File: src/rtl/bhc_pkg.sv
// Shared types, constants and angle-table function for the bearing and heading check.
// Depends on nothing; the other files in rtl, bhc_checker apart, use it by scoped names.
`default_nettype none

package bhc_pkg;

	localparam int ANGLE_FRAC_BITS_DEF = 24;

	localparam int COORD_W          = 32;
	localparam int DIFF_W           = 33;
	localparam int HEADING_W        = 10;
	localparam int BEARING_W        = 10;
	localparam int NORM_W           = 60;
	localparam int CORDIC_W         = 64;
	localparam int NORM_STAGES      = 6;
	localparam int CORDIC_EXTRA     = 8;
	localparam int CORDIC_MAX_ITERS = 62;
	localparam int DEG_INT_W        = 8;
	localparam int FLAG_DIFF_W      = 12;

	localparam int DEG_45  = 45;
	localparam int DEG_90  = 90;
	localparam int DEG_180 = 180;
	localparam int DEG_270 = 270;
	localparam int DEG_360 = 360;

	localparam logic signed [BEARING_W-1:0] BEARING_NONE    = -10'sd1;
	localparam logic signed [HEADING_W-1:0] HEADING_UNKNOWN = -10'sd1;

	localparam logic [63:0] PICO_PER_DEG = 64'd1000000000000;
	localparam logic [63:0] RAD_PICODEG  = 64'd57295779513082;

	// atan(2^-i) in units of 1e-12 degree
	localparam logic [63:0] ATAN_PICO [16] = '{
		64'd45000000000000, 64'd26565051177078, 64'd14036243467926, 64'd7125016348902,
		64'd3576334374997,  64'd1789910608246,  64'd895173710211,   64'd447614170861,
		64'd223810500369,   64'd111905677066,   64'd55952891894,    64'd27976452617,
		64'd13988227142,    64'd6994113675,     64'd3497056851,     64'd1748528427
	};

	// how the angle of a point pair is found
	typedef enum logic [2:0] {
		KIND_SAME   = 3'd0,	// points coincide
		KIND_AXIS_N = 3'd1,	// on the north-south axis
		KIND_AXIS_E = 3'd2,	// on the east-west axis
		KIND_DIAG   = 3'd3,	// on a 45 degree diagonal
		KIND_CORDIC = 3'd4
	} kind_t;

	typedef struct packed {
		logic                          dx_neg;
		logic                          dy_neg;
		logic                          swap;
		kind_t                         kind;
		logic signed [HEADING_W-1:0]   heading;
	} side_t;

	// atan(2^-i) in degrees with frac fractional bits, truncated
	function automatic logic [63:0] atan_step(input int i, input int frac);
		logic [63:0] pd;
		logic [63:0] q;
		logic [63:0] r;
		logic [63:0] res;
		int          b;
		if (i < 16) begin
			pd = ATAN_PICO[i[3:0]];
		end else begin
			pd = RAD_PICODEG >> i;
		end
		q   = pd / PICO_PER_DEG;
		r   = pd % PICO_PER_DEG;
		res = q << frac;
		for (b = frac - 1; b >= 0; b--) begin
			r = r << 1;
			if (r >= PICO_PER_DEG) begin
				r   = r - PICO_PER_DEG;
				res = res | (64'd1 << b);
			end
		end
		return res;
	endfunction

endpackage

`default_nettype wire

File: src/rtl/bhc_prep.sv
// Front end: coordinate differences, magnitudes and classification, two stages.
// Depends on bhc_pkg.
`default_nettype none

module bhc_prep (
	input  wire logic                                 clk,
	input  wire logic                                 arst_n,
	input  wire logic                                 en,
	input  wire logic                                 valid,
	input  wire logic signed [bhc_pkg::COORD_W-1:0]   from_x,
	input  wire logic signed [bhc_pkg::COORD_W-1:0]   from_y,
	input  wire logic signed [bhc_pkg::COORD_W-1:0]   to_x,
	input  wire logic signed [bhc_pkg::COORD_W-1:0]   to_y,
	input  wire logic signed [bhc_pkg::HEADING_W-1:0] heading,
	output logic                                      valid_s2,
	output bhc_pkg::side_t                            side_s2,
	output logic [bhc_pkg::DIFF_W-1:0]                small_s2,
	output logic [bhc_pkg::DIFF_W-1:0]                big_s2
);

	logic [bhc_pkg::DIFF_W-1:0] dxp, dxn, dyp, dyn;

	logic                               valid_s1;
	logic [bhc_pkg::DIFF_W-1:0]         ax_s1, ay_s1;
	logic                               dx_neg_s1, dy_neg_s1;
	logic signed [bhc_pkg::HEADING_W-1:0] heading_s1;

	bhc_pkg::side_t               side_d;
	logic                         lt;

	// both directions of the subtraction, pick the non-negative one
	assign dxp = {to_x[bhc_pkg::COORD_W-1], to_x} - {from_x[bhc_pkg::COORD_W-1], from_x};
	assign dxn = {from_x[bhc_pkg::COORD_W-1], from_x} - {to_x[bhc_pkg::COORD_W-1], to_x};
	assign dyp = {to_y[bhc_pkg::COORD_W-1], to_y} - {from_y[bhc_pkg::COORD_W-1], from_y};
	assign dyn = {from_y[bhc_pkg::COORD_W-1], from_y} - {to_y[bhc_pkg::COORD_W-1], to_y};

	always_ff @(posedge clk or negedge arst_n) begin
		if (!arst_n) begin
			valid_s1 <= 1'b0;
		end else if (en) begin
			valid_s1 <= valid;
		end
	end

	always_ff @(posedge clk) begin
		if (en) begin
			ax_s1      <= dxp[bhc_pkg::DIFF_W-1] ? dxn : dxp;
			ay_s1      <= dyp[bhc_pkg::DIFF_W-1] ? dyn : dyp;
			dx_neg_s1  <= dxp[bhc_pkg::DIFF_W-1];
			dy_neg_s1  <= dyp[bhc_pkg::DIFF_W-1];
			heading_s1 <= heading;
		end
	end

	assign lt = ax_s1 < ay_s1;

	always_comb begin
		side_d.dx_neg  = dx_neg_s1;
		side_d.dy_neg  = dy_neg_s1;
		side_d.swap    = !lt;
		side_d.heading = heading_s1;
		if (ax_s1 == '0 && ay_s1 == '0) begin
			side_d.kind = bhc_pkg::KIND_SAME;
		end else if (ax_s1 == '0) begin
			side_d.kind = bhc_pkg::KIND_AXIS_N;
		end else if (ay_s1 == '0) begin
			side_d.kind = bhc_pkg::KIND_AXIS_E;
		end else if (ax_s1 == ay_s1) begin
			side_d.kind = bhc_pkg::KIND_DIAG;
		end else begin
			side_d.kind = bhc_pkg::KIND_CORDIC;
		end
	end

	always_ff @(posedge clk or negedge arst_n) begin
		if (!arst_n) begin
			valid_s2 <= 1'b0;
		end else if (en) begin
			valid_s2 <= valid_s1;
		end
	end

	always_ff @(posedge clk) begin
		if (en) begin
			side_s2  <= side_d;
			small_s2 <= lt ? ax_s1 : ay_s1;
			big_s2   <= lt ? ay_s1 : ax_s1;
		end
	end

endmodule

`default_nettype wire

File: config.mk
export PLATFORM = sky130hd
export DESIGN_NAME = bhc_prep
export DESIGN_NICKNAME = d
export VERILOG_FILES = /design/src/rtl/bhc_pkg.sv /design/src/rtl/bhc_prep.sv
export SDC_FILE = /design/constraint.sdc
export NUM_CORES = 1
export LEC_CHECK = 0
export BUFFER_PORTS_ARGS = -buffer_cell sky130_fd_sc_hd__buf_2
export CORE_MARGIN = 5
export CORE_UTILIZATION = 47
export CTS_BUF_LIST = sky130_fd_sc_hd__clkbuf_2 sky130_fd_sc_hd__clkbuf_4 sky130_fd_sc_hd__clkbuf_8
export DETAILED_ROUTE_END_ITERATION = 7
export PLACE_DENSITY = 0.71
export SLEW_MARGIN = 20
export SYNTH_ARGS = -nofsm -noshare
export SYNTH_HDL_FRONTEND = slang
export SYNTH_SLANG_ARGS = --single-unit
File: constraint.sdc
create_clock -name clk -period 2.8 [get_ports clk]
set_input_delay 0.28 -clock clk [delete_from_list [all_inputs] [get_ports clk]]
set_output_delay 0.28 -clock clk [all_outputs]
set_load 0.03 [all_outputs]
# --- Yosys cells after proc, flatten, opt, wreduce, memory -nomap -nowiden ---
# Cells that the tools add are included.
word_totals:
  regBits: 162
  inputBits: 142
classes:
  n_addsub: 4
  magnitude_cmp: 1
  eq_ne: 1
  muxes: 7
  reduce_logical: 6
ops:
  columns: ["cell", "count"]
  rows:
  - ["subtractor 32 x 32 -> 33 bit", 4]
  - ["zero test 33 bit", 2]
  - ["two-way mux 33 bit", 2]
  - ["two-way mux 32 bit", 2]
  - ["== test 33 bit", 1]
  - ["less-than comparator 33 bit", 1]
  - ["two-way mux 3 bit", 1]
  - ["OR reduction 3 bit", 1]
  - ["two-way mux 2 bit", 1]
  - ["OR reduction 2 bit", 1]
  - ["logical AND 1 bit", 1]
  - ["zero test 1 bit", 1]
  - ["two-way mux 1 bit", 1]

# --- Depth between registers and ports, before layout ---
logic_depth:
  ltp_word: 4
  depth_mapped: 15

# --- Worst setup path after synthesis ---
# No wires, ideal clock.
synth_timing:
  kind: "reg2reg"
  start: "reg ax_s1[32] (netlist name)"
  end: "reg big_s2[0] (netlist name) (data pin)"
  setup_ns: 0.260
  arrival_ns: 2.552
  t_required_ns: 2.540
  path_slack_ns: -0.012
  stages_incl_launch_ff: 10
  synth_period_minus_slack_ns: 2.812
  cell_sequence: "edfxtp_1 > ha_1 > nand4_1 > nor4_1 > nand3_1 > o221ai_1 > a221o_1 > clkbuf_1 > clkbuf_1 > mux2_2"
synth_via:
  elab_chain_len: 2
synth_rtl:
  columns: ["item", "line_no", "source"]
  rows:
  - ["start, declared", "bhc_prep.sv:24", "logic [bhc_pkg::DIFF_W-1:0] ax_s1, ay_s1;"]
  - ["start signal, assigned", "bhc_prep.sv:47", "ax_s1 <= dxp[bhc_pkg::DIFF_W-1] ? dxn : dxp;"]
  - ["less-than comparator 33 bit", "bhc_prep.sv:55", "assign lt = ax_s1 < ay_s1;"]
  - ["two-way mux 33 bit", "bhc_prep.sv:87", "big_s2 <= lt ? ay_s1 : ax_s1;"]
  - ["end signal, assigned", "bhc_prep.sv:87", null]
  - ["end, declared", "bhc_prep.sv:18", "output logic [bhc_pkg::DIFF_W-1:0] big_s2"]
# Every way passes these cells.
# A chain may end at the register's enable or synchronous reset.

# --- Final worst setup path ---
layout_timing:
  start: "reg ax_s1[19] (netlist name)"
  end: "reg small_s2[2] (netlist name) (data pin)"
layout_via:
  elab_chain_len: 2
layout_rtl:
  columns: ["item", "line_no", "source"]
  rows:
  - ["less-than comparator 33 bit", "bhc_prep.sv:55", null]
  - ["two-way mux 33 bit", "bhc_prep.sv:86", "small_s2 <= lt ? ax_s1 : ay_s1;"]
  - ["end signal, assigned", "bhc_prep.sv:86", null]
  - ["end, declared", "bhc_prep.sv:17", "output logic [bhc_pkg::DIFF_W-1:0] small_s2,"]
# Every way passes these cells.

==> results.cfg <==
[run_status]
outcome = complete, but fails checks
violations = negative setup slack

[logic_synthesis]
synth_top_area_frac = 0.358
synthTopCellsByCount = 193 x inv_1, 161 x ha_1, 160 x edfxtp_1
yosysMostFrequentCell = inv_1
syn-num-nets = 1752
synth_edf_count = 160
ys_types = 73
ys_top_cells_by_area = edfxtp_1 36%, ha_1 15%, inv_1 5.4%
yosysSeqAreaShare = 0.361
synth_cells = 1445
yosys_warnings = 0
synthesis.area_sq_mm = 0.0134
post-synth-top-area-cell = edfxtp_1
ys_ff_latch = 162
ys_async_sr_fraction = 0.0123
yosys_most_used_dff = edfxtp_1
postSynthAreaPerCell_sq_um = 9.30

[floorplan]
die-area_sq_mm = 0.0321
coreArea_sq_mm = 0.0285
io-pin-count = 225
initial_core_util = 0.472
die_h_um = 179
die_x_um = 179
row_count = 62

[critical_path]
r2r_slack_ns = -0.20
arrival_ns = 3.22
critPathRequiredTime_ns = 3.02
crit_type = reg -> reg
reg2reg_depth = 9
crit_path_start_kind = register
end_kind = register
reg2reg_from = ax_s1[19]
cp_max_fo = 8
worst_r2r_endpoint = small_s2[2]

[cts]
insertion_delay_ns = 0.48
numCtsBuffers = 17
cts.reportedPaths.clkPinSlew_ns = 0.10
cts_max_path_buffers = 2
root_buffer = clkbuf_8
clkSinkCount = 162
h-tree-depth = 4
cts_tree = done

[route]
viasPerCell = 5.40
wirelength_mm = 41.3
drc = 0
num_vias = 12738
drtPass1Iterations = 6
drtIter0Drc = 1126
detail-route-antenna-nets = 0
route.met2.wl_mm = 19.2
wl_per_cell_um = 17.5
met3_length_mm = 2.63
top_layer = met4
met1_length_mm = 18.3

[finish]
diodes = 0
area_growth_pct = 35.2
stdcell_area_sq_mm = 0.0182
drive_above_1_share = 0.347
stdcell_count = 2359
num-nets-final = 2269

[hold_path]
hold_path_end = valid_s1
min_from = valid
hold_class = in -> reg
min_path_cells = 2

[placed_design]
place_area_sq_mm = 0.0171
gp_congestion = 0.954
io_buffers = 224
dp.cells = 2295
dp_slack_ns = -0.540
dp_hpwl_mm = 33.4

[global_routing]
gr-total-overflow = 0
grtUsageTotal = 0.243
grt_pass1_vias = 11977
grt_pass1_wl_mm = 61.7
antenna_found_initial = 0
grt_max_degree = 68

[pwr]
pwr_density_cell_mw_per_mm2 = 577
cellLeakagePower_nw = 8.87
ir_drop_uv = 419

[timing]
fin_skew_ns = 0.0239
fin_crit_ns = 3.00
finalHoldViolations = 0
fin_crit_sh = 1.07
slew_headroom = 0.595
hold_ws_ns = 0.0329
max_freq_mhz = 334
setup_viol = 45
setup-tns-final_ns = -4.78
tightest_slew_ns = 0.600
report.final.slew_viol_count = 0
rsz0062_at_grt = true
setup_ws_ns = -0.198

[flow_run]
maxCapViolCount = 0
## registers in the layout (all words and copies together) (netlist names)
register    flops
big_s2         33
side_s2        16
ax_s1          33
valid_s1        1
dy_neg_s1       1
dx_neg_s1       1
ay_s1          33
heading_s1     10
small_s2       33
valid_s2        1
## worst max-delay path, stage by stage (launching register included)
cell	delay [ns]
edfxtp_1	0.50
ha_1	0.38
nand4_1	0.21
nor4_2	0.45
nand3_1	0.14
o221ai_2	0.19
a221o_4	0.19
buf_6	0.16
clkbuf_16	0.17
mux2_2	0.35
## routing by layer
metal  vias up  track usage
li1       6226            -
met1      5948        0.337
met2       490        0.397
met3        74       0.0380
met4         0       0.0660
met5         -            0
## layout make-up
type,count,area (sq um)
well taps,384,480
multi-input cells,1025,7780
clock buffers,18,241
flip-flops and latches,162,4850
inverters,193,724
clock inverters,14,165
repair buffers,563,3920
fillers,2393,10300
## worst max path at each step
stage | start | end | slack (ns) | depth (start not counted)
after floorplan | from_x[17] | ax_s1[28] | 0.005 | 12
after global placement | to_y[0] | ay_s1[6] | -0.47 | 16
after detailed placement | from_y[4] | ay_s1[31] | -0.54 | 14
after CTS | ay_s1[2] | big_s2[1] | 0.01 | 13
after global routing | ay_s1[26] | small_s2[2] | -0.15 | 10
final | ax_s1[19] | small_s2[2] | -0.20 | 9
## kinds of logic (layout without fill, tap and decap cells)
family / Yosys count / count (layout) / synth area share
flops: 162 / 162 / 0.361
xor+xnor: 59 / 59 / 0.0399
fa+ha+maj: 165 / 165 / 0.156
simple gates: 301 / 301 / 0.107
buf+inv: 258 / 788 / 0.0777
compound gates: 434 / 434 / 0.206
mux: 66 / 66 / 0.0526
## where the power goes
group	internal (mW)	switching, mW	leakage [nW]
clock	0.760	0.972	0.198
combinational	2.26	2.70	7.08
sequential	3.37	0.416	1.59
total	6.39	4.08	8.87
## through the flow
stage                util  power, mW
floorplan               -       6.34
global placement    0.602       8.18
detailed placement  0.602       8.27
CTS                 0.620       10.0
global route        0.638       11.0
finish              0.638       10.5
## what timing repair did
action / CTS / global route
gates cloned: 0 / 6
hold buffers: 11 / 0
buffers inserted: 0 / 18
resized for setup: 4 / 72
pin swaps: 2 / 26
setup endpoints to repair: 43 / 71
hold endpoints to repair: 12 / 0
## placed cells by master, fill, tap and decap left out, drive strengths merged, types with 4 or more instances in the layout
cell type / instances
a21o: 70
nor2b: 16
buf: 546
o31ai: 5
a211o: 4
mux2: 37
nor2: 78
xnor2: 34
mux2i: 29
a211oi: 14
a31oi: 13
o21bai: 23
edfxtp: 160
a21oi: 126
dlygate4sd3: 11
o211ai: 14
and3: 5
fa: 4
clkbuf: 24
ha: 161
xor2: 25
nand2b: 9
nor3: 19
o21ai: 107
o21a: 7
or3: 5
nand3: 20
a221oi: 12
nand4: 29
inv: 201
a2111oi: 4
nand2: 93
nor4: 16
o31a: 4
No activity file was read; power rests on OpenSTA's default activity.
