===== src/rtl/bhc_pkg.sv =====
// Shared types, constants and angle-table function for the bearing and heading check.
// Depends on nothing; the other files in rtl, bhc_checker apart, use it by scoped names.
`default_nettype none

package bhc_pkg;

	localparam int ANGLE_FRAC_BITS_DEF = 24;

	localparam int COORD_W          = 32;
	localparam int DIFF_W           = 33;
	localparam int HEADING_W        = 10;
	localparam int BEARING_W        = 10;
	localparam int NORM_W           = 60;
	localparam int CORDIC_W         = 64;
	localparam int NORM_STAGES      = 6;
	localparam int CORDIC_EXTRA     = 8;
	localparam int CORDIC_MAX_ITERS = 62;
	localparam int DEG_INT_W        = 8;
	localparam int FLAG_DIFF_W      = 12;

	localparam int DEG_45  = 45;
	localparam int DEG_90  = 90;
	localparam int DEG_180 = 180;
	localparam int DEG_270 = 270;
	localparam int DEG_360 = 360;

	localparam logic signed [BEARING_W-1:0] BEARING_NONE    = -10'sd1;
	localparam logic signed [HEADING_W-1:0] HEADING_UNKNOWN = -10'sd1;

	localparam logic [63:0] PICO_PER_DEG = 64'd1000000000000;
	localparam logic [63:0] RAD_PICODEG  = 64'd57295779513082;

	// atan(2^-i) in units of 1e-12 degree
	localparam logic [63:0] ATAN_PICO [16] = '{
		64'd45000000000000, 64'd26565051177078, 64'd14036243467926, 64'd7125016348902,
		64'd3576334374997,  64'd1789910608246,  64'd895173710211,   64'd447614170861,
		64'd223810500369,   64'd111905677066,   64'd55952891894,    64'd27976452617,
		64'd13988227142,    64'd6994113675,     64'd3497056851,     64'd1748528427
	};

	// how the angle of a point pair is found
	typedef enum logic [2:0] {
		KIND_SAME   = 3'd0,	// points coincide
		KIND_AXIS_N = 3'd1,	// on the north-south axis
		KIND_AXIS_E = 3'd2,	// on the east-west axis
		KIND_DIAG   = 3'd3,	// on a 45 degree diagonal
		KIND_CORDIC = 3'd4
	} kind_t;

	typedef struct packed {
		logic                          dx_neg;
		logic                          dy_neg;
		logic                          swap;
		kind_t                         kind;
		logic signed [HEADING_W-1:0]   heading;
	} side_t;

	// atan(2^-i) in degrees with frac fractional bits, truncated
	function automatic logic [63:0] atan_step(input int i, input int frac);
		logic [63:0] pd;
		logic [63:0] q;
		logic [63:0] r;
		logic [63:0] res;
		int          b;
		if (i < 16) begin
			pd = ATAN_PICO[i[3:0]];
		end else begin
			pd = RAD_PICODEG >> i;
		end
		q   = pd / PICO_PER_DEG;
		r   = pd % PICO_PER_DEG;
		res = q << frac;
		for (b = frac - 1; b >= 0; b--) begin
			r = r << 1;
			if (r >= PICO_PER_DEG) begin
				r   = r - PICO_PER_DEG;
				res = res | (64'd1 << b);
			end
		end
		return res;
	endfunction

endpackage

`default_nettype wire


===== src/rtl/bhc_norm_cell.sv =====
// One normalizer cell: shifts the vector left by SHIFT when the top SHIFT bits are clear.
// Depends on bhc_pkg.
`default_nettype none

module bhc_norm_cell #(
	parameter int SHIFT = 32
) (
	input  wire logic                          clk,
	input  wire logic                          arst_n,
	input  wire logic                          en,
	input  wire logic                          valid,
	input  wire bhc_pkg::side_t                side,
	input  wire logic [bhc_pkg::NORM_W-1:0]    minor,
	input  wire logic [bhc_pkg::NORM_W-1:0]    big,
	output logic                               valid_s1,
	output bhc_pkg::side_t                     side_s1,
	output logic [bhc_pkg::NORM_W-1:0]         small_s1,
	output logic [bhc_pkg::NORM_W-1:0]         big_s1
);

	logic hit;

	assign hit = (big[bhc_pkg::NORM_W-1 -: SHIFT] == '0);

	always_ff @(posedge clk or negedge arst_n) begin
		if (!arst_n) begin
			valid_s1 <= 1'b0;
		end else if (en) begin
			valid_s1 <= valid;
		end
	end

	always_ff @(posedge clk) begin
		if (en) begin
			side_s1  <= side;
			small_s1 <= hit ? (minor << SHIFT) : minor;
			big_s1   <= hit ? (big << SHIFT) : big;
		end
	end

endmodule

`default_nettype wire


===== config.mk =====
export PLATFORM = sky130hd
export DESIGN_NAME = bhc_norm_cell
export DESIGN_NICKNAME = d
export VERILOG_FILES = /design/src/rtl/bhc_pkg.sv /design/src/rtl/bhc_norm_cell.sv
export SDC_FILE = /design/constraint.sdc
export NUM_CORES = 1
export LEC_CHECK = 0
export ABC_AREA = 1
export BUFFER_PORTS_ARGS = -buffer_cell sky130_fd_sc_hd__buf_2
export CAP_MARGIN = 30
export CORE_UTILIZATION = 40
export CTS_CLUSTER_DIAMETER = 150
export DETAILED_ROUTE_END_ITERATION = 12
export GPL_ROUTABILITY_DRIVEN = 0
export PLACE_DENSITY = 0.72
export SYNTH_ARGS = -nofsm -noshare
export SYNTH_HDL_FRONTEND = slang
export SYNTH_SLANG_ARGS = --single-unit

===== constraint.sdc =====
create_clock -name clk -period 1.55 [get_ports clk]
set_input_delay 0.155 -clock clk [delete_from_list [all_inputs] [get_ports clk]]
set_output_delay 0.155 -clock clk [all_outputs]
set_load 0.02 [all_outputs]

# After elaboration in Yosys (flattened, before gate mapping)
# Cells that the tools add are included.
[classes]
add_sub_neg = 0
n_mul = 0
n_div = 0
n_lt_le_gt_ge = 0
eq_ne = 0
shifts = 0
n_mux = 2
n_bitwise = 0
reduce_logical = 1
[op_table]
columns = ["operator", "count"]
rows = [
  ["$mux W60", 2],
  ["$logic_not A32 Y1", 1],
]
[totals]
reg_bits = 137
latch_bits = 0
ram_bits = 0
romBits = 0
input_bits = 140
out_inout_bits = 137
wordCells = 13
memories = 0

# Logic depth before layout (Yosys ltp)
# Gate-level depths: netlist of the first run.
[logic_depth]
ltp_word = 2
ltp_mapped = 9
ltp_nobuf = 7

# Least setup slack after synthesis of the first run
# No wires, ideal clock.
[synth_path]
path_type = "input -> register"
from = "input big[32] in the netlist's numbering"
to = "register small_s1[43] in the netlist's numbering (data pin)"
arrival_ns = 1.062
t_required_ns = 1.292
slack_ns = 0.230
cell_stages = 8
n_path_buf = 2
cell_sequence = "nor2_1 > nand2_1 > nor2_1 > nand2_1 > clkbuf_2 > clkbuf_1 > o21ai_0 > nand2_1"
[synth_via]
elab_chain_len = 2
[synth_lines]
columns = ["element", "line", "source"]
rows = [
  ["from (decl)", "bhc_norm_cell.sv:14", "input wire logic [bhc_pkg::NORM_W-1:0] big,"],
  ["$logic_not A32 Y1", "bhc_norm_cell.sv:23", "assign hit = (big[bhc_pkg::NORM_W-1 -: SHIFT] == '0);"],
  ["$mux W60", "bhc_norm_cell.sv:36", "small_s1 <= hit ? (minor << SHIFT) : minor;"],
  ["to (signal assigned)", "bhc_norm_cell.sv:36", ""],
  ["to (decl)", "bhc_norm_cell.sv:17", "output logic [bhc_pkg::NORM_W-1:0] small_s1,"],
]
# No other way between the ends.
# A chain may end at the register's enable or synchronous reset.

# Final worst setup path of the first run
[layout_path]
from = "input big[56] in the netlist's numbering"
to = "register small_s1[31] in the netlist's numbering (data pin)"
[layout_via]
elab_chain_len = 1
[layout_lines]
columns = ["element", "line"]
rows = [
  ["$logic_not A32 Y1", "bhc_norm_cell.sv:23"],
]
# No other way between the ends.

==> impl_metrics.toml, run 1 <==
[finish]
num_antenna_cells = 0
fin_nets = 933
final_cell_mix = "buf_2, edfxtp_1, nand2_1"
drive_gt1_frac = 0.404
stdcell_count = 982
final_common_cell = "buf_2"
design_area_um2 = 8030
fillerInstances = 1101
area_delta_synth_final_pct = 45.8

[clocking]
cts.reportedPaths.clkPinSlew_ns = 0.06
clock-sinks = 137
cts_buffers = 17
htree_levels = 4
clockBufferDepth = 2
clk_latency_ns = 0.41
post_cts_buffers = 0
cts_tree = "done"
cts_root_buf = "clkbuf_16"

[sta]
timing.hold.ws_ns = 0.0179
max-slew-margin-rel = 0.791
max_slew.worst_pin.slew_ns = 0.313
min_period_ns = 1.21
fin_worst_skew_ns = 0
final_max_slew_viol_count = 0
max_freq_mhz = 823
min_period_over_period = 0.784
setup_ws_ns = 0.335
rsz0062_at_grt = "false"
final-hold-violation-count = 0
tns_ns = 0
setup_viol = 0

[floorplan]
die_y_um = 119
coreArea_um2 = 13300
die-area_um2 = 14200
rows = 42
die-width_um = 119
ios = 277
start_util = 0.412

[power]
power_leakage_uw = 0.00384
peakVddDrop_v = 0.000786
p_per_area_nw_per_um2 = 1220

[job]
maxCapViolCount = 0

[synth]
synth_area_um2 = 5510
synth_top_area_share = 0.742
synthTopCellsByArea = "edfxtp_1, nand2_1, inv_1"
syn_inst = 478
synth.avg_cell_area_um2 = 11.5
synth_cell_types = 16
synth-seq-area-share = 0.746
yosysWarnings = 0
synth_top_area_cell = "edfxtp_1"
ys_ff_latch = 137
syn_nets = 618

[status]
outcome = "completed"

[drt]
drt_pre_antenna_iters = 4
routed_wl_mm = 13.4
via_per_inst = 4.42
routedWlPerCell_um = 13.7
drtIter0Drc = 252
drcViolationCount = 0
antenna_left = 0
vias = 4337

[critical_path]
path_depth = 8
cp-endpoint = "small_s1[31]"
timing.rr.start = "valid_s1"
endpoint_kind = "flop"
worstRegToRegCells = 1
timing.rr.end = "valid_s1"
crit_fanout = 59
worstSetupPathType = "in -> reg"
crit_family = "simple AND/OR/NAND/NOR gates"
max_stage_delay_ns = 0.26
startpoint = "big[56]"
cp_num_buf_inv = 2
path_cells = "buf_2 -> nor2_1 -> nand3_1 -> nor2_1 -> nand2_1 -> nor2_8 -> buf_12 -> nor2_1"
cp_common_cell = "nor2_1"
required_ns = 1.70
start_kind = "input port"
worst_path_max_delay_cell = "buf_12"
critPathArrivalTime_ns = 1.37
r2r_slack_ns = 0.78

[place]
dp_hpwl_mm = 9.54
place_inst = 927
pre_cts_ws_ns = -0.142
numPortBuffers = 276
dpl_cell_area_um2 = 7190

[global_route]
grt_first_pass_wirelength_mm = 20.5
grt.overflow.total = 0
grt_use_total = 0.190
grt_start_max_net_pins = 60
antenna_found_initial = 0
grt_pass1_vias = 4147

[hold_path]
hp-class = "in -> reg"
==> worst min path at each step <==
stage / from / slack, ns / cells past startpoint / end
final: minor[51] / 0.02 / 3 / small_s1[51]
after floorplan: arst_n / -0.14 / 0 / valid_s1
after detailed placement: arst_n / -0.06 / 1 / valid_s1
after global placement: arst_n / -0.06 / 1 / valid_s1
after global routing: big[38] / 0.004 / 3 / big_s1[38]
after CTS: big[36] / 0.0001 / 3 / big_s1[36]
==> per-stage QoR <==
| step | utilization | power [uW] |
|---|---|---|
| floorplan | - | 5070 |
| global placement | 0.539 | 5660 |
| detailed placement | 0.539 | 5680 |
| CTS | 0.602 | 9870 |
| global route | 0.602 | 10100 |
| finish | 0.602 | 9790 |
==> layer usage <==
| layer | part of all wire | GRT usage | up-vias | routed length [um] |
|---|---|---|---|---|
| met4 | 0.017 | 0.0727 | 0 | 230 |
| met2 | 0.53 | 0.346 | 191 | 7170 |
| met5 | 0 | 0 | - | 0 |
| li1 | - | - | 2142 | - |
| met3 | 0.076 | 0.0632 | 18 | 1030 |
| met1 | 0.37 | 0.203 | 1986 | 5010 |
==> sequential cells by signal, indices dropped and copies added, names as in the netlist <==
name	count
big_s1	60
small_s1	60
side_s1	16
valid_s1	1
==> Yosys cell counts (all sizes together) <==
master / instances
buf: 14
edfxtp: 136
nand2: 121
clkbuf: 8
nor2: 80
o21ai: 28
inv: 88
nand3: 1
dfrtp: 1
mux2: 1
==> layout make-up <==
class / count / area (um2) / area share
inverter: 88 / 330 / 0.0411
multi-input combinational: 231 / 927 / 0.115
clock inverter: 13 / 178 / 0.0221
clock buffer: 19 / 433 / 0.0539
tap: 176 / 220 / 0.0274
sequential: 137 / 4110 / 0.512
timing repair buffer: 318 / 1830 / 0.228
==> report_power, final <==
part           total (uW)  internal (uW)  leakage [uW]  switching, uW
Combinational        1180            449       0.00220            728
Clock                4140           2680      0.000298           1460
Sequential           4470           4400       0.00134           71.0
Total                9790           7530       0.00384           2260
==> kinds of logic after synthesis <==
family,after synthesis,share of synthesized area
compound gates,28,0.0255
flops,137,0.746
simple gates,202,0.141
buf+inv,110,0.0852
mux,1,0.00205
==> what timing repair did <==
| item | in CTS | in global routing |
|---|---|---|
| hold buffers | 23 | 0 |
| gates resized for setup | 0 | 0 |
| endpoints found under the hold margin | 23 | 0 |
Note: power is estimated with default switching activity, not from simulation.
==> run 2: changes to the inputs <==
Settings changed: PLACE_DENSITY 0.72 to 0.74.
Clock period 1.55 ns to 1.06 ns, I/O delays scaled along.
==> impl_metrics.toml, run 2 (synthesis results as in run 1) <==
[status]
outcome = "finished with violations"
violations = "negative setup slack"

[floorplan]
rows = 42
coreArea_um2 = 13300
die-width_um = 119
start_util = 0.412
die_y_um = 119
ios = 277
die-area_um2 = 14200

[global_route]
antenna_found_initial = 2
grt_first_pass_wirelength_mm = 25.5
grt_use_total = 0.240
grt_pass1_vias = 5084
grt.overflow.total = 0
grt_start_max_net_pins = 50

[drt]
vias = 5153
met1_length_mm = 6.62
via_per_inst = 4.69
drt_pre_antenna_iters = 6
routed_wl_mm = 19.3
drcViolationCount = 0
antenna_left = 0
met3_length_mm = 1.65
topRoutingLayerUsed = "met5"
routedWlPerCell_um = 17.6
drtIter0Drc = 404
wl_met2_mm = 10.5

[place]
numPortBuffers = 276
dpl_cell_area_um2 = 7250
dp_hpwl_mm = 10.1

[critical_path]
cp-endpoint = "small_s1[39]"
max_stage_delay_ns = 0.43
start_kind = "flop"
timing.rr.end = "valid_s1"
worstSetupPathType = "reg -> out"
worst_path_max_delay_cell = "edfxtp_1"
cp_num_buf_inv = 1
endpoint_kind = "output port"
required_ns = 0.95
crit_fanout = 1
startpoint = "small_s1[39]"
crit_family = "flip-flops"
path_depth = 1
critPathArrivalTime_ns = 1.01
path_cells = "buf_6"
timing.rr.start = "valid_s1"
worstRegToRegCells = 2
r2r_slack_ns = 0.19

[clocking]
htree_levels = 4
clk_latency_ns = 0.42
cts_root_buf = "clkbuf_16"
cts_tree = "done"
clockBufferDepth = 2
cts_buffers = 17
cts.reportedPaths.clkPinSlew_ns = 0.06
clock-sinks = 137

[finish]
largest_registers = "big_s1 x60, small_s1 x60, side_s1 x16"
final_cell_mix = "buf_2, edfxtp_1, dlygate4sd3_1"
final_common_cell = "buf_2"
fillerInstances = 800
area_delta_synth_final_pct = 82.9
design_area_um2 = 10100
fin_nets = 1048
drive_gt1_frac = 0.389

[sta]
setup_ws_ns = -0.0585
tns_ns = -0.859
rsz0062_at_grt = "true"
final-hold-violation-count = 0
min_period_ns = 1.12
timing.hold.ws_ns = 0.0116
max_slew.worst_pin.slew_ns = 0.276
setup_viol = 50
max_freq_mhz = 894
max-slew-margin-rel = 0.816
final_max_slew_viol_count = 0
fin_worst_skew_ns = 0
min_period_over_period = 1.06

[power]
peakVddDrop_v = 0.000919
power.total_uw = 15100
power_leakage_uw = 0.00463
p_per_area_nw_per_um2 = 1500

[hold_path]
hp-class = "in -> reg"

[job]
maxCapViolCount = 0
## run 2: cell count changes in the layout (fill, tap and decap cells not counted), moves of 4 or more
cell,change
buf_2,-109
buf_6,+111
clkbuf_16,+5
dlygate4sd3_1,+101
nand2_1,-6
nand2_2,+4
nor2_1,-12
nor2_2,+4
nor2_4,+8
o21ai_0,-16
o21ai_1,+16
## run 2: worst min path at each step
stage,from,end,depth (start not counted)
2_1_floorplan,arst_n,valid_s1,0
3_3_place_gp,arst_n,valid_s1,1
3_5_place_dp,arst_n,valid_s1,1
4_1_cts,minor[7],small_s1[39],3
5_1_grt,big[18],big_s1[50],3
6_report,minor[7],small_s1[39],3
## run 2: repair_timing
item                                    4_1_cts  5_1_grt
setup buffers                                 3        1
hold buffers                                124        0
resized for setup                            85      159
gates cloned                                  2        6
pin swaps                                     2        7
hold endpoints to repair                     92        0
endpoints found under the setup margin      170      243
## run 2: layout make-up
type / count / area, um2 / area share
clock buffer: 18 / 429 / 0.0426
multi-input combinational: 231 / 1030 / 0.102
timing repair buffer: 433 / 3800 / 0.377
inverter: 88 / 330 / 0.0328
antenna: 1 / 2.50 / 0.000248
clock inverter: 14 / 155 / 0.0154
tap: 176 / 220 / 0.0219
sequential: 137 / 4110 / 0.408
## run 2: through the flow
step / utilization / worst slack (ns) / std cells
after CTS: 0.707 / -0.0477 / 1091
final: 0.754 / -0.0585 / 1098
after detailed placement: 0.543 / -0.551 / 930
after global placement: 0.543 / -0.506 / 930
after global routing: 0.754 / -0.0984 / 1098
after floorplan: - / -0.128 / 478
## run 2: layer usage
layer / GRT usage / up-vias
li1: - / 2383
met1: 0.251 / 2413
met2: 0.436 / 305
met3: 0.0824 / 50
met4: 0.0977 / 2
met5: 0 / -
## run 2: report_power, final
group / total (uW) / internal [uW] / switching [uW]
Combinational: 2510 / 1280 / 1230
Sequential: 6640 / 6450 / 197
Clock: 5970 / 3660 / 2310
Total: 15100 / 11400 / 3730
==> run 3: changes to the inputs <==
Settings changed: CORE_MARGIN from default to 2.
==> impl_metrics.toml, run 3 (synthesis results as in run 1) <==
[finish]
post-route-util = 0.797
regArea_um2 = 4110
multiInputGateArea_um2 = 1320
final_cell_mix = "buf_2, edfxtp_1, buf_6, dlygate4sd3_1, nand2_1"
area_delta_synth_final_pct = 93.3
final_common_cell = "buf_2"
largest_registers = "big_s1 x60, small_s1 x60, side_s1 x16"
design_area_um2 = 10600
fillerInstances = 698
drive_gt1_frac = 0.475
fin_nets = 1064

[floorplan]
rows = 42
die_y_um = 121
die-area_um2 = 14700
die-width_um = 121
start_util = 0.412
ios = 277
coreArea_um2 = 13300

[sta]
max_freq_mhz = 871
rsz0062_at_grt = "true"
final_max_slew_viol_count = 0
fin_worst_skew_ns = 0
max-slew-margin-rel = 0.837
final-hold-violation-count = 0
min_period_ns = 1.15
setup_ws_ns = -0.0885
setup_viol = 124
max_slew.worst_pin.slew_ns = 0.242
min_period_over_period = 1.08

[critical_path]
path_depth = 10
cp_num_buf_inv = 4
worstSetupPathType = "in -> reg"
path_cells = "buf_6 -> nor2_4 -> nand2_2 -> nor2_4 -> nand2_2 -> buf_12 -> nor2_8 -> buf_12 -> clkbuf_16 -> nor2_2"
worst_path_max_delay_cell = "clkbuf_16"
crit_fanout = 8
startpoint = "big[35]"
critPathArrivalTime_ns = 1.32
worstRegToRegCells = 1
r2r_slack_ns = 0.30
start_kind = "input port"
required_ns = 1.23
max_stage_delay_ns = 0.19
endpoint_kind = "flop"
crit_family = "buffers and inverters"
cp-endpoint = "big_s1[22]"
timing.rr.start = "valid_s1"
timing.rr.end = "valid_s1"

[place]
dpl_cell_area_um2 = 7330
dp_hpwl_mm = 10.5
numPortBuffers = 276

[hold_path]
hp-class = "in -> reg"

[clocking]
clock-sinks = 137
clockBufferDepth = 2
htree_levels = 4
cts_tree = "done"
cts_root_buf = "clkbuf_16"
cts.reportedPaths.clkPinSlew_ns = 0.06
clk_latency_ns = 0.41
cts_buffers = 17

[power]
peakVddDrop_v = 0.00100
p_per_area_nw_per_um2 = 1420
power.total_uw = 15100
power_leakage_uw = 0.00485

[drt]
drcViolationCount = 0
routed_wl_mm = 21.0
drtIter0Drc = 510
routedWlPerCell_um = 18.9
drt_pre_antenna_iters = 5
via_per_inst = 4.81
antenna_left = 0
vias = 5347

[status]
outcome = "finished with violations"
violations = "negative setup slack"

[global_route]
grt_start_max_net_pins = 46
grt_use_total = 0.228
antenna_found_initial = 0
grt_pass1_vias = 5025
grt.overflow.total = 0
grt_first_pass_wirelength_mm = 25.0

[job]
maxCapViolCount = 0
[run 3: cell types whose count changed in the layout (fill, tap and decap cells not counted), moves of 6 or more]
cell,change
nand2_2,+13
nor2_2,+31
nor2_1,-48
nand2_4,+6
nor2_4,+17
o21ai_0,-6
buf_2,-12
nand2_1,-19
buf_6,+12
buf_4,+8
[run 3: tightest hold or removal path, delay by kind of cell]
| kind | cells | cell delay [ns] |
|---|---|---|
| AND/OR/NAND/NOR | 2 | 0.12 |
| buffers and inverters | 1 | 0.11 |
[run 3: how the worst min path moves through the flow]
stage | to | depth (start not counted) | slack (ns) | from
after floorplan | valid_s1 | 0 | -0.19 | arst_n
after global placement | valid_s1 | 1 | -0.12 | arst_n
after detailed placement | valid_s1 | 1 | -0.12 | arst_n
after CTS | big_s1[41] | 3 | 0.00007 | big[41]
after global routing | small_s1[39] | 3 | 0.02 | minor[7]
final | small_s1[39] | 3 | 0.02 | minor[7]
[run 3: cell type report]
class / instances / area share
flip-flops and latches: 137 / 0.386
repair buffers: 449 / 0.384
multi-input cells: 231 / 0.124
clock buffers: 18 / 0.0403
inverters: 88 / 0.0310
well taps: 176 / 0.0207
clock inverters: 12 / 0.0126
diodes: 1 / 0.000235
[run 3: per-layer routing]
metal | global-route usage | part of all wire
met5 | 0 | 0
met2 | 0.412 | 0.53
met1 | 0.234 | 0.33
met4 | 0.0934 | 0.035
met3 | 0.0893 | 0.097
[run 3: what timing repair did]
action                     in CTS  in global routing
gates resized for setup        88                271
setup endpoints to repair     107                252
cloned                          0                 17
buffers inserted                0                  4
hold buffers                  121                  2
pin swaps                       0                 18
hold endpoints to repair       99                  2
[run 3: through the flow]
| stage | hold slack (ns) | worst slack, ns | instances | TNS (ns) |
|---|---|---|---|---|
| after floorplan | -0.190 | -0.128 | 478 | -8.46 |
| after global placement | -0.119 | -0.517 | 937 | -47.25 |
| after detailed placement | -0.116 | -0.500 | 937 | -49.01 |
| after CTS | 0.0000694 | -0.0610 | 1088 | -0.933 |
| after global routing | 0.0172 | -0.122 | 1111 | -11.57 |
| final | 0.0234 | -0.0885 | 1112 | -4.47 |
[run 3: power by group]
group | total [uW] | leakage (uW) | switching (uW) | internal (uW)
Combinational | 2650 | 0.00323 | 1290 | 1360
Sequential | 6650 | 0.00134 | 203 | 6450
Clock | 5790 | 0.000277 | 2170 | 3620
Total | 15100 | 0.00485 | 3660 | 11400
